File: config.mk
export PLATFORM = sky130hd
export DESIGN_NAME = sliding_window_event_rate_meter_top_flat
export DESIGN_NICKNAME = d
export VERILOG_FILES = /design/src/swrm_pkg.sv /design/src/swrm_if.sv /design/src/swrm_cfg.sv /design/src/swrm_window.sv /design/src/swrm_div.sv /design/src/sliding_window_event_rate_meter_top.sv /design/src/flat_wrapper.sv
export SDC_FILE = /design/constraint.sdc
export NUM_CORES = 2
export LEC_CHECK = 0
export BUFFER_PORTS_ARGS = -buffer_cell sky130_fd_sc_hd__buf_2
export CORE_MARGIN = 2
export CORE_UTILIZATION = 63
export CTS_CLUSTER_DIAMETER = 120
export CTS_CLUSTER_SIZE = 25
export DETAILED_ROUTE_END_ITERATION = 12
export MAX_ROUTING_LAYER = met4
export PLACE_DENSITY = 0.82
export SYNTH_ARGS = -nofsm -noshare
export SYNTH_HDL_FRONTEND = slang
export SYNTH_SLANG_ARGS = --single-unit
File: constraint.sdc
create_clock -name clk_i -period 12.8 [get_ports clk_i]
set_clock_uncertainty 0.1 [all_clocks]
set_input_delay 0.64 -clock clk_i [delete_from_list [all_inputs] [get_ports clk_i]]
set_output_delay 0.64 -clock clk_i [all_outputs]
set_load 0.1 [all_outputs]
File: src/swrm_pkg.sv
`timescale 1ns / 1ps

package swrm_pkg;

  localparam int unsigned DATA_W            = 32;
  localparam int unsigned SCALE_W           = 16;
  localparam int unsigned PROD_W            = DATA_W + SCALE_W;
  localparam int unsigned SWRM_WINDOW_DEPTH = 5;
  localparam int unsigned CFG_ADDR_W        = 3;
  localparam int unsigned CFG_DATA_W        = 32;

  localparam logic [SCALE_W-1:0] RATE_SCALE_RESET = SCALE_W'(1000);

  // Register index, taken from the word address bit paddr[2].
  localparam logic REG_RATE_SCALE = 1'b0;

endpackage

File: src/swrm_if.sv
`timescale 1ns / 1ps

interface swrm_in_if;
  import swrm_pkg::*;

  logic              valid;
  logic              ready;
  logic [DATA_W-1:0] count_added;
  logic [DATA_W-1:0] timestamp_ms;

  modport source (output valid, output count_added, output timestamp_ms, input ready);
  modport sink   (input valid, input count_added, input timestamp_ms, output ready);
endinterface

interface swrm_out_if;
  import swrm_pkg::*;

  logic              valid;
  logic              ready;
  logic [DATA_W-1:0] running_total;
  logic [DATA_W-1:0] accumulated_total;
  logic [DATA_W-1:0] rate_value;
  logic              rate_updated;

  modport source (output valid, output running_total, output accumulated_total,
                  output rate_value, output rate_updated, input ready);
  modport sink   (input valid, input running_total, input accumulated_total,
                  input rate_value, input rate_updated, output ready);
endinterface

File: src/swrm_cfg.sv
`timescale 1ns / 1ps

module swrm_cfg
  import swrm_pkg::*;
(
  input  logic                  clk_i,
  input  logic                  rst_ni,
  input  logic                  psel,
  input  logic                  penable,
  input  logic                  pwrite,
  input  logic [CFG_ADDR_W-1:0] paddr,
  input  logic [CFG_DATA_W-1:0] pwdata,
  output logic [CFG_DATA_W-1:0] prdata,
  output logic                  pready,
  output logic [SCALE_W-1:0]    rate_scale_o
);

  logic [SCALE_W-1:0] rate_scale_q;
  logic               sel_scale;

  assign sel_scale    = (paddr[2] == REG_RATE_SCALE);
  assign pready       = 1'b1;
  assign rate_scale_o = rate_scale_q;
  assign prdata       = sel_scale ? CFG_DATA_W'(rate_scale_q) : '0;

  always_ff @(posedge clk_i or negedge rst_ni) begin
    if (!rst_ni) begin
      rate_scale_q <= RATE_SCALE_RESET;
    end else if (psel && penable && pwrite && sel_scale) begin
      rate_scale_q <= pwdata[SCALE_W-1:0];
    end
  end

endmodule

File: src/swrm_window.sv
`timescale 1ns / 1ps

module swrm_window
  import swrm_pkg::*;
#(
  parameter int unsigned WINDOW_DEPTH = SWRM_WINDOW_DEPTH
) (
  input  logic              clk_i,
  input  logic              rst_ni,
  input  logic              push_i,
  input  logic [DATA_W-1:0] count_i,
  input  logic [DATA_W-1:0] time_i,
  output logic [DATA_W-1:0] running_o,
  output logic [DATA_W-1:0] acc_o,
  output logic [DATA_W-1:0] dt_o,
  output logic [DATA_W-1:0] dp_o
);

  logic [DATA_W-1:0] time_q  [WINDOW_DEPTH];
  logic [DATA_W-1:0] total_q [WINDOW_DEPTH];
  logic [DATA_W-1:0] running_q;
  logic [DATA_W-1:0] acc_q;
  logic [DATA_W-1:0] acc_d;
  logic [DATA_W-1:0] dt_q;
  logic [DATA_W-1:0] dp_q;

  assign acc_d     = acc_q + count_i;
  assign running_o = running_q;
  assign acc_o     = acc_q;
  assign dt_o      = dt_q;
  assign dp_o      = dp_q;

  always_ff @(posedge clk_i or negedge rst_ni) begin
    if (!rst_ni) begin
      for (int i = 0; i < WINDOW_DEPTH; i++) begin
        time_q[i]  <= '0;
        total_q[i] <= '0;
      end
      running_q <= '0;
      acc_q     <= '0;
      dt_q      <= '0;
      dp_q      <= '0;
    end else if (push_i) begin
      for (int i = 0; i < WINDOW_DEPTH - 1; i++) begin
        time_q[i]  <= time_q[i+1];
        total_q[i] <= total_q[i+1];
      end
      time_q[WINDOW_DEPTH-1]  <= time_i;
      total_q[WINDOW_DEPTH-1] <= acc_d;
      running_q <= running_q + count_i;
      acc_q     <= acc_d;
      // The entry at position one becomes the oldest survivor after the shift.
      dt_q      <= time_i - time_q[1];
      dp_q      <= acc_d - total_q[1];
    end
  end

endmodule

File: src/swrm_div.sv
`timescale 1ns / 1ps

module swrm_div
  import swrm_pkg::*;
(
  input  logic               clk_i,
  input  logic               rst_ni,
  input  logic               start_i,
  input  logic [SCALE_W-1:0] scale_i,
  input  logic [DATA_W-1:0]  dp_i,
  input  logic [DATA_W-1:0]  dt_i,
  output logic               done_o,
  output logic [DATA_W-1:0]  quot_o
);

  localparam int unsigned CNT_W = $clog2(DATA_W);

  typedef enum logic [1:0] {DV_IDLE, DV_MUL, DV_RUN} div_state_e;

  div_state_e         state_q;
  logic [SCALE_W-1:0] scale_q;
  logic [DATA_W-1:0]  dp_q;
  logic [DATA_W-1:0]  dt_q;
  logic [DATA_W-1:0]  rem_q;
  logic [DATA_W-1:0]  quo_q;
  logic [CNT_W-1:0]   cnt_q;
  logic               done_q;

  logic [PROD_W-1:0]  prod;
  logic               sat;
  logic [DATA_W:0]    rem_sh;
  logic [DATA_W:0]    rem_diff;
  logic               ge;

  assign prod     = PROD_W'(scale_q) * PROD_W'(dp_q);
  // The quotient overflows 32 bits exactly when the upper product bits reach the divisor.
  assign sat      = DATA_W'(prod[PROD_W-1:DATA_W]) >= dt_q;
  assign rem_sh   = {rem_q, quo_q[DATA_W-1]};
  assign rem_diff = rem_sh - {1'b0, dt_q};
  assign ge       = !rem_diff[DATA_W];

  assign done_o = done_q;
  assign quot_o = quo_q;

  always_ff @(posedge clk_i or negedge rst_ni) begin
    if (!rst_ni) begin
      state_q <= DV_IDLE;
      done_q  <= 1'b0;
      cnt_q   <= '0;
    end else begin
      done_q <= 1'b0;
      unique case (state_q)
        DV_IDLE: begin
          if (start_i) begin
            scale_q <= scale_i;
            dp_q    <= dp_i;
            dt_q    <= dt_i;
            state_q <= DV_MUL;
          end
        end
        DV_MUL: begin
          if (sat) begin
            quo_q   <= '1;
            done_q  <= 1'b1;
            state_q <= DV_IDLE;
          end else begin
            rem_q   <= DATA_W'(prod[PROD_W-1:DATA_W]);
            quo_q   <= prod[DATA_W-1:0];
            cnt_q   <= '0;
            state_q <= DV_RUN;
          end
        end
        DV_RUN: begin
          rem_q <= ge ? rem_diff[DATA_W-1:0] : rem_sh[DATA_W-1:0];
          quo_q <= {quo_q[DATA_W-2:0], ge};
          cnt_q <= cnt_q + CNT_W'(1);
          if (cnt_q == CNT_W'(DATA_W - 1)) begin
            done_q  <= 1'b1;
            state_q <= DV_IDLE;
          end
        end
        default: state_q <= DV_IDLE;
      endcase
    end
  end

endmodule

File: src/sliding_window_event_rate_meter_top.sv
`timescale 1ns / 1ps

// Sliding-window event rate meter. Each event transfer adds its count to the running and
// accumulated totals and is compared with the event WINDOW_DEPTH-1 transfers earlier; one
// result transfer follows per event. Events are handled one at a time, in order: the window
// update, the 16 by 32 bit scale multiply and the bit-serial restoring divider, which is
// skipped when the quotient saturates; an event whose time difference is zero skips the
// multiply and divider and repeats the last rate. A finished result sits in an output
// register, so the next event is taken while it waits.
module sliding_window_event_rate_meter_top
  import swrm_pkg::*;
#(
  parameter int unsigned WINDOW_DEPTH = SWRM_WINDOW_DEPTH
) (
  input  logic                  clk_i,
  input  logic                  rst_ni,
  swrm_in_if.sink               in_i,
  swrm_out_if.source            out_o,
  input  logic                  psel,
  input  logic                  penable,
  input  logic                  pwrite,
  input  logic [CFG_ADDR_W-1:0] paddr,
  input  logic [CFG_DATA_W-1:0] pwdata,
  output logic [CFG_DATA_W-1:0] prdata,
  output logic                  pready
);

  typedef enum logic [1:0] {ST_IDLE, ST_CALC, ST_DIV, ST_RESULT} state_e;

  state_e             state_q;
  logic [DATA_W-1:0]  last_rate_q;
  logic [DATA_W-1:0]  res_rate_q;
  logic               res_upd_q;
  logic               out_valid_q;
  logic [DATA_W-1:0]  out_running_q;
  logic [DATA_W-1:0]  out_acc_q;
  logic [DATA_W-1:0]  out_rate_q;
  logic               out_upd_q;

  logic [SCALE_W-1:0] rate_scale;
  logic [DATA_W-1:0]  running;
  logic [DATA_W-1:0]  acc;
  logic [DATA_W-1:0]  dt;
  logic [DATA_W-1:0]  dp;
  logic               push;
  logic               div_start;
  logic               div_done;
  logic [DATA_W-1:0]  quot;
  logic               out_free;

  assign in_i.ready = (state_q == ST_IDLE);
  assign push       = in_i.valid && in_i.ready;
  assign div_start  = (state_q == ST_CALC) && (dt != '0);
  assign out_free   = !out_valid_q || out_o.ready;

  assign out_o.valid             = out_valid_q;
  assign out_o.running_total     = out_running_q;
  assign out_o.accumulated_total = out_acc_q;
  assign out_o.rate_value        = out_rate_q;
  assign out_o.rate_updated      = out_upd_q;

  swrm_cfg u_cfg (
    .clk_i        (clk_i),
    .rst_ni       (rst_ni),
    .psel         (psel),
    .penable      (penable),
    .pwrite       (pwrite),
    .paddr        (paddr),
    .pwdata       (pwdata),
    .prdata       (prdata),
    .pready       (pready),
    .rate_scale_o (rate_scale)
  );

  swrm_window #(
    .WINDOW_DEPTH (WINDOW_DEPTH)
  ) u_window (
    .clk_i     (clk_i),
    .rst_ni    (rst_ni),
    .push_i    (push),
    .count_i   (in_i.count_added),
    .time_i    (in_i.timestamp_ms),
    .running_o (running),
    .acc_o     (acc),
    .dt_o      (dt),
    .dp_o      (dp)
  );

  swrm_div u_div (
    .clk_i   (clk_i),
    .rst_ni  (rst_ni),
    .start_i (div_start),
    .scale_i (rate_scale),
    .dp_i    (dp),
    .dt_i    (dt),
    .done_o  (div_done),
    .quot_o  (quot)
  );

  always_ff @(posedge clk_i or negedge rst_ni) begin
    if (!rst_ni) begin
      state_q     <= ST_IDLE;
      last_rate_q <= '0;
      out_valid_q <= 1'b0;
      res_upd_q   <= 1'b0;
    end else begin
      if (out_valid_q && out_o.ready && (state_q != ST_RESULT)) begin
        out_valid_q <= 1'b0;
      end
      unique case (state_q)
        ST_IDLE: begin
          if (push) begin
            state_q <= ST_CALC;
          end
        end
        ST_CALC: begin
          if (dt == '0) begin
            res_rate_q <= last_rate_q;
            res_upd_q  <= 1'b0;
            state_q    <= ST_RESULT;
          end else begin
            state_q <= ST_DIV;
          end
        end
        ST_DIV: begin
          if (div_done) begin
            last_rate_q <= quot;
            res_rate_q  <= quot;
            res_upd_q   <= 1'b1;
            state_q     <= ST_RESULT;
          end
        end
        ST_RESULT: begin
          if (out_free) begin
            out_valid_q   <= 1'b1;
            out_running_q <= running;
            out_acc_q     <= acc;
            out_rate_q    <= res_rate_q;
            out_upd_q     <= res_upd_q;
            state_q       <= ST_IDLE;
          end
        end
        default: state_q <= ST_IDLE;
      endcase
    end
  end

endmodule
File: src/flat_wrapper.sv
// flat-port wrapper written by rule: the top's interface ports become plain ports
module sliding_window_event_rate_meter_top_flat import swrm_pkg::*;
#(
  parameter int unsigned WINDOW_DEPTH = SWRM_WINDOW_DEPTH
)
  (clk_i, rst_ni, psel, penable, pwrite, paddr, pwdata, prdata, pready, in_i_valid, in_i_count_added, in_i_timestamp_ms, in_i_ready, out_o_valid, out_o_running_total, out_o_accumulated_total, out_o_rate_value, out_o_rate_updated, out_o_ready);
  swrm_in_if in_i_i ();
  swrm_out_if out_o_i ();
  input  logic clk_i;
  input  logic rst_ni;
  input  logic psel;
  input  logic penable;
  input  logic pwrite;
  input  logic [CFG_ADDR_W-1:0] paddr;
  input  logic [CFG_DATA_W-1:0] pwdata;
  output logic [CFG_DATA_W-1:0] prdata;
  output logic pready;
  input wire logic [$bits(in_i_i.valid)-1:0] in_i_valid;
  input wire logic [$bits(in_i_i.count_added)-1:0] in_i_count_added;
  input wire logic [$bits(in_i_i.timestamp_ms)-1:0] in_i_timestamp_ms;
  output wire logic [$bits(in_i_i.ready)-1:0] in_i_ready;
  output wire logic [$bits(out_o_i.valid)-1:0] out_o_valid;
  output wire logic [$bits(out_o_i.running_total)-1:0] out_o_running_total;
  output wire logic [$bits(out_o_i.accumulated_total)-1:0] out_o_accumulated_total;
  output wire logic [$bits(out_o_i.rate_value)-1:0] out_o_rate_value;
  output wire logic [$bits(out_o_i.rate_updated)-1:0] out_o_rate_updated;
  input wire logic [$bits(out_o_i.ready)-1:0] out_o_ready;
  assign in_i_i.valid = in_i_valid;
  assign in_i_i.count_added = in_i_count_added;
  assign in_i_i.timestamp_ms = in_i_timestamp_ms;
  assign in_i_ready = in_i_i.ready;
  assign out_o_valid = out_o_i.valid;
  assign out_o_running_total = out_o_i.running_total;
  assign out_o_accumulated_total = out_o_i.accumulated_total;
  assign out_o_rate_value = out_o_i.rate_value;
  assign out_o_rate_updated = out_o_i.rate_updated;
  assign out_o_i.ready = out_o_ready;
  sliding_window_event_rate_meter_top #(.WINDOW_DEPTH(WINDOW_DEPTH)) u_core (.clk_i(clk_i), .rst_ni(rst_ni), .in_i(in_i_i), .out_o(out_o_i), .psel(psel), .penable(penable), .pwrite(pwrite), .paddr(paddr), .pwdata(pwdata), .prdata(prdata), .pready(pready));
endmodule
==> key figures <==
Setup path
  • CP delay by family, top: adder cells
  • Max stage delay cell, worst path: edfxtp_1
  • Worst setup path startpoint: u_core.u_div.scale_q[14]
  • Biggest cell delay along the critical path: 1.16 ns
  • Arr. time, crit path: 10.25 ns
  • Required @ worst endpoint: 12.93 ns
  • CP Class: reg2reg
  • CP Max Fanout: 32
  • Crit. End Element: flop
  • WP buf/inv: 4
  • Startpoint types: flop
  • Most used cell, CP: fa_1
  • RR Startpoint: u_core.u_div.scale_q[14]

Place
  • HPWL Detailed: 78700 um
  • Post-Place Worst Slack: 2.81 ns
  • GP Congestion: 0.921
  • Port Buffer Count: 202

Clocking
  • Setup Buffers After CTS: 0
  • Clk pin slew, worst setup/hold paths: 0.10 ns
  • Num CTS Buffers: 34
  • Clock Sinks: 685
  • CTS tree: done
  • Clock Tree Buf Depth: 3
  • CTS Root Cell: clkbuf_16
  • Htree depth: 2
  • Worst-Skew Late Latency: 0.62 ns

Synthesis
  • Synthesized area: 49200 sq um
  • Cells after Synth: 5068
  • Synthesis Warnings: 0
  • Synth cell types: 86
  • Most area-consuming cells after synthesis: dfrtp_1, fa_1, edfxtp_1
  • Syn Area/Cell: 9.70 sq um
  • Synth Flop Type: dfrtp_1
  • Share of the synthesized area in the top cell type: 20.7%
  • Seq/Total Area, Yosys: 37.7%
  • Yosys top cell by area: dfrtp_1
  • Number of synthesized flops with an enable pin: 273
  • Flops & latches, synth: 685
  • Asr flop ratio synth: 60.1%

Timing
  • Final Worst Setup Slack: 2.69 ns
  • Pins Over Slew Limit: 0
  • Max Clock Freq: 0.0989 GHz
  • RSZ-0062 raised after global routing: false
  • Final setup vio count: 0
  • Final period util: 79.0%
  • Max_slew headroom: 20.6%
  • Worst Tran Pin Value: 1.19 ns
  • Post-layout min period: 10.11 ns
  • Setup TNS: 0 ns
  • Final Hold Fails: 0

Global routing
  • Gr usage total: 28.5%
  • Initial antenna violation count: 3
  • First-pass GRT wire length: 181000 um
  • Grt ovf: 0
  • Vias in the first global route: 36.0k
  • Largest net degree at the start of global routing: 179

Cells and area
  • Fillcell total: 6047
  • Biggest regs: u_core.u_window.time_q (128), u_core.u_window.total_q (96)
  • Biggest register: u_core.u_window.time_q
  • Commonest non-fill, non-tap cells in the layout: nand2_1, inv_1, fa_1
  • Final #Nets: 5973
  • Layout cells sized above 1: 7.49%
  • Max FFs per register: 128
  • Commonest non-fill, non-tap cell in the layout: nand2_1
  • Layout Area Growth over Synthesis: 5.85%

Run status
  • Status: finished, final reports clean

Route
  • WL per Instance: 17.5 um
  • Post-DRT Antenna Nets: 0
  • Vias post-DR: 35.0k
  • Via density: 5.63
  • DRT Wirelength: 109000 um
  • Final routed DRC violation total: 0
  • Pre-Repair DR Iteration Count: 6
  • DRT iter0 DRCs: 2545

Die
  • Die area: 80300 sq um
  • Die width: 283 um
  • Core area: 77300 sq um
  • DIE HEIGHT: 283 um
  • Initial Utilization: 63.6%
  • Num ports: 238
  • Rows: 102

Hold path
  • Min-delay src: in_i_timestamp_ms[27]
  • Min-delay worst type: in2reg

Job
  • Number of max-cap violations: 0
synth_stat cells (all sizes together) (7+ instances only):
library cell  number
buf               23
mux2i             31
or3                9
nand2b            36
dfrtp            406
nand3             31
xnor2            108
a21o             100
ha               301
clkbuf           191
o31ai             15
and3              19
or2                8
a211oi            15
inv              613
and2             190
nor2b             59
nor3b              7
xor2              77
nand2           1191
nor4              17
edfxtp           273
nor3              36
nand4             22
a21oi            204
o21ai            270
o211ai            14
a31oi             24
fa               423
o21a              36
mux2              70
a2111oi            7
o21bai            23
nor2             124
metrics by stage:
stage	instances	utilization, %	hold WS, ns	instance area (sq um)
2_1_floorplan	5083	-	0.244	49200
3_3_place_gp	6146	65.9	0.302	51000
3_5_place_dp	6146	65.9	0.305	51000
4_1_cts	6205	67.3	0.125	52000
5_1_grt	6208	67.3	0.135	52000
6_report	6208	67.3	0.142	52000
layer usage:
| layer | global-route usage [%] | wire [um] | up-vias | part of all wire [%] |
|---|---|---|---|---|
| met1 | 36.8 | 45100 | 17100 | 42 |
| met3 | 4.03 | 6870 | 282 | 6.3 |
| met5 | - | 0 | - | 0 |
| met4 | 9.59 | 3830 | 0 | 3.5 |
| met2 | 46.8 | 52800 | 1053 | 49 |
| li1 | - | - | 16500 | - |
cells by family after synthesis:
logic type,Yosys count,share of synthesized area [%]
buf+inv,827,6.46
mux,101,2.23
xor+xnor,185,3.31
fa+ha+maj,724,24.9
compound gates,774,9.66
flops,685,37.7
other cells,2,0.0153
simple gates,1770,15.8
timing repair:
action                                 in CTS  in global routing
setup endpoints to repair                   0                  0
resized for setup                           0                  0
endpoints found under the hold margin      23                  0
hold buffers                                1                  0
path summary, 6_finish.rpt:
check	endpoint	slack, ns	depth (start not counted)
max reg2reg	u_core.u_div.rem_q[2]	2.69	30
max	u_core.u_div.rem_q[2]	2.69	30
min in group asynchronous	u_core.last_rate_q[15]	0.54	2
min reg2reg	u_core.out_o.rate_value[26]	0.32	0
min	u_core.u_window.time_q[27]	0.14	3
max in group asynchronous	u_core.u_window.dt_o[22]	10.50	3
worst register-to-register path: cells and delay by family, from the launching register on:
kind | cells | cell delay [ns]
and+or+nand+nor | 4 | 0.63
xor gates and xnor gates | 1 | 0.27
AOI/OAI and AO/OA | 13 | 3.31
adders and majority gates | 8 | 3.50
DFF | 1 | 1.16
buffers and inverters | 4 | 0.74
layout make-up:
cell class / count / area (sq um) / area share, %
inverter: 613 / 2300 / 4.42
clock buffer: 52 / 918 / 1.76
multi-input combinational: 3571 / 27600 / 53.0
clock inverter: 6 / 104 / 0.200
tap: 1040 / 1300 / 2.50
timing repair buffer: 238 / 1310 / 2.51
antenna: 3 / 7.51 / 0.0144
sequential: 685 / 18500 / 35.6
Power is not shown: default switching activity piles up to over one toggle a cycle in this logic, so the estimate is an artifact.
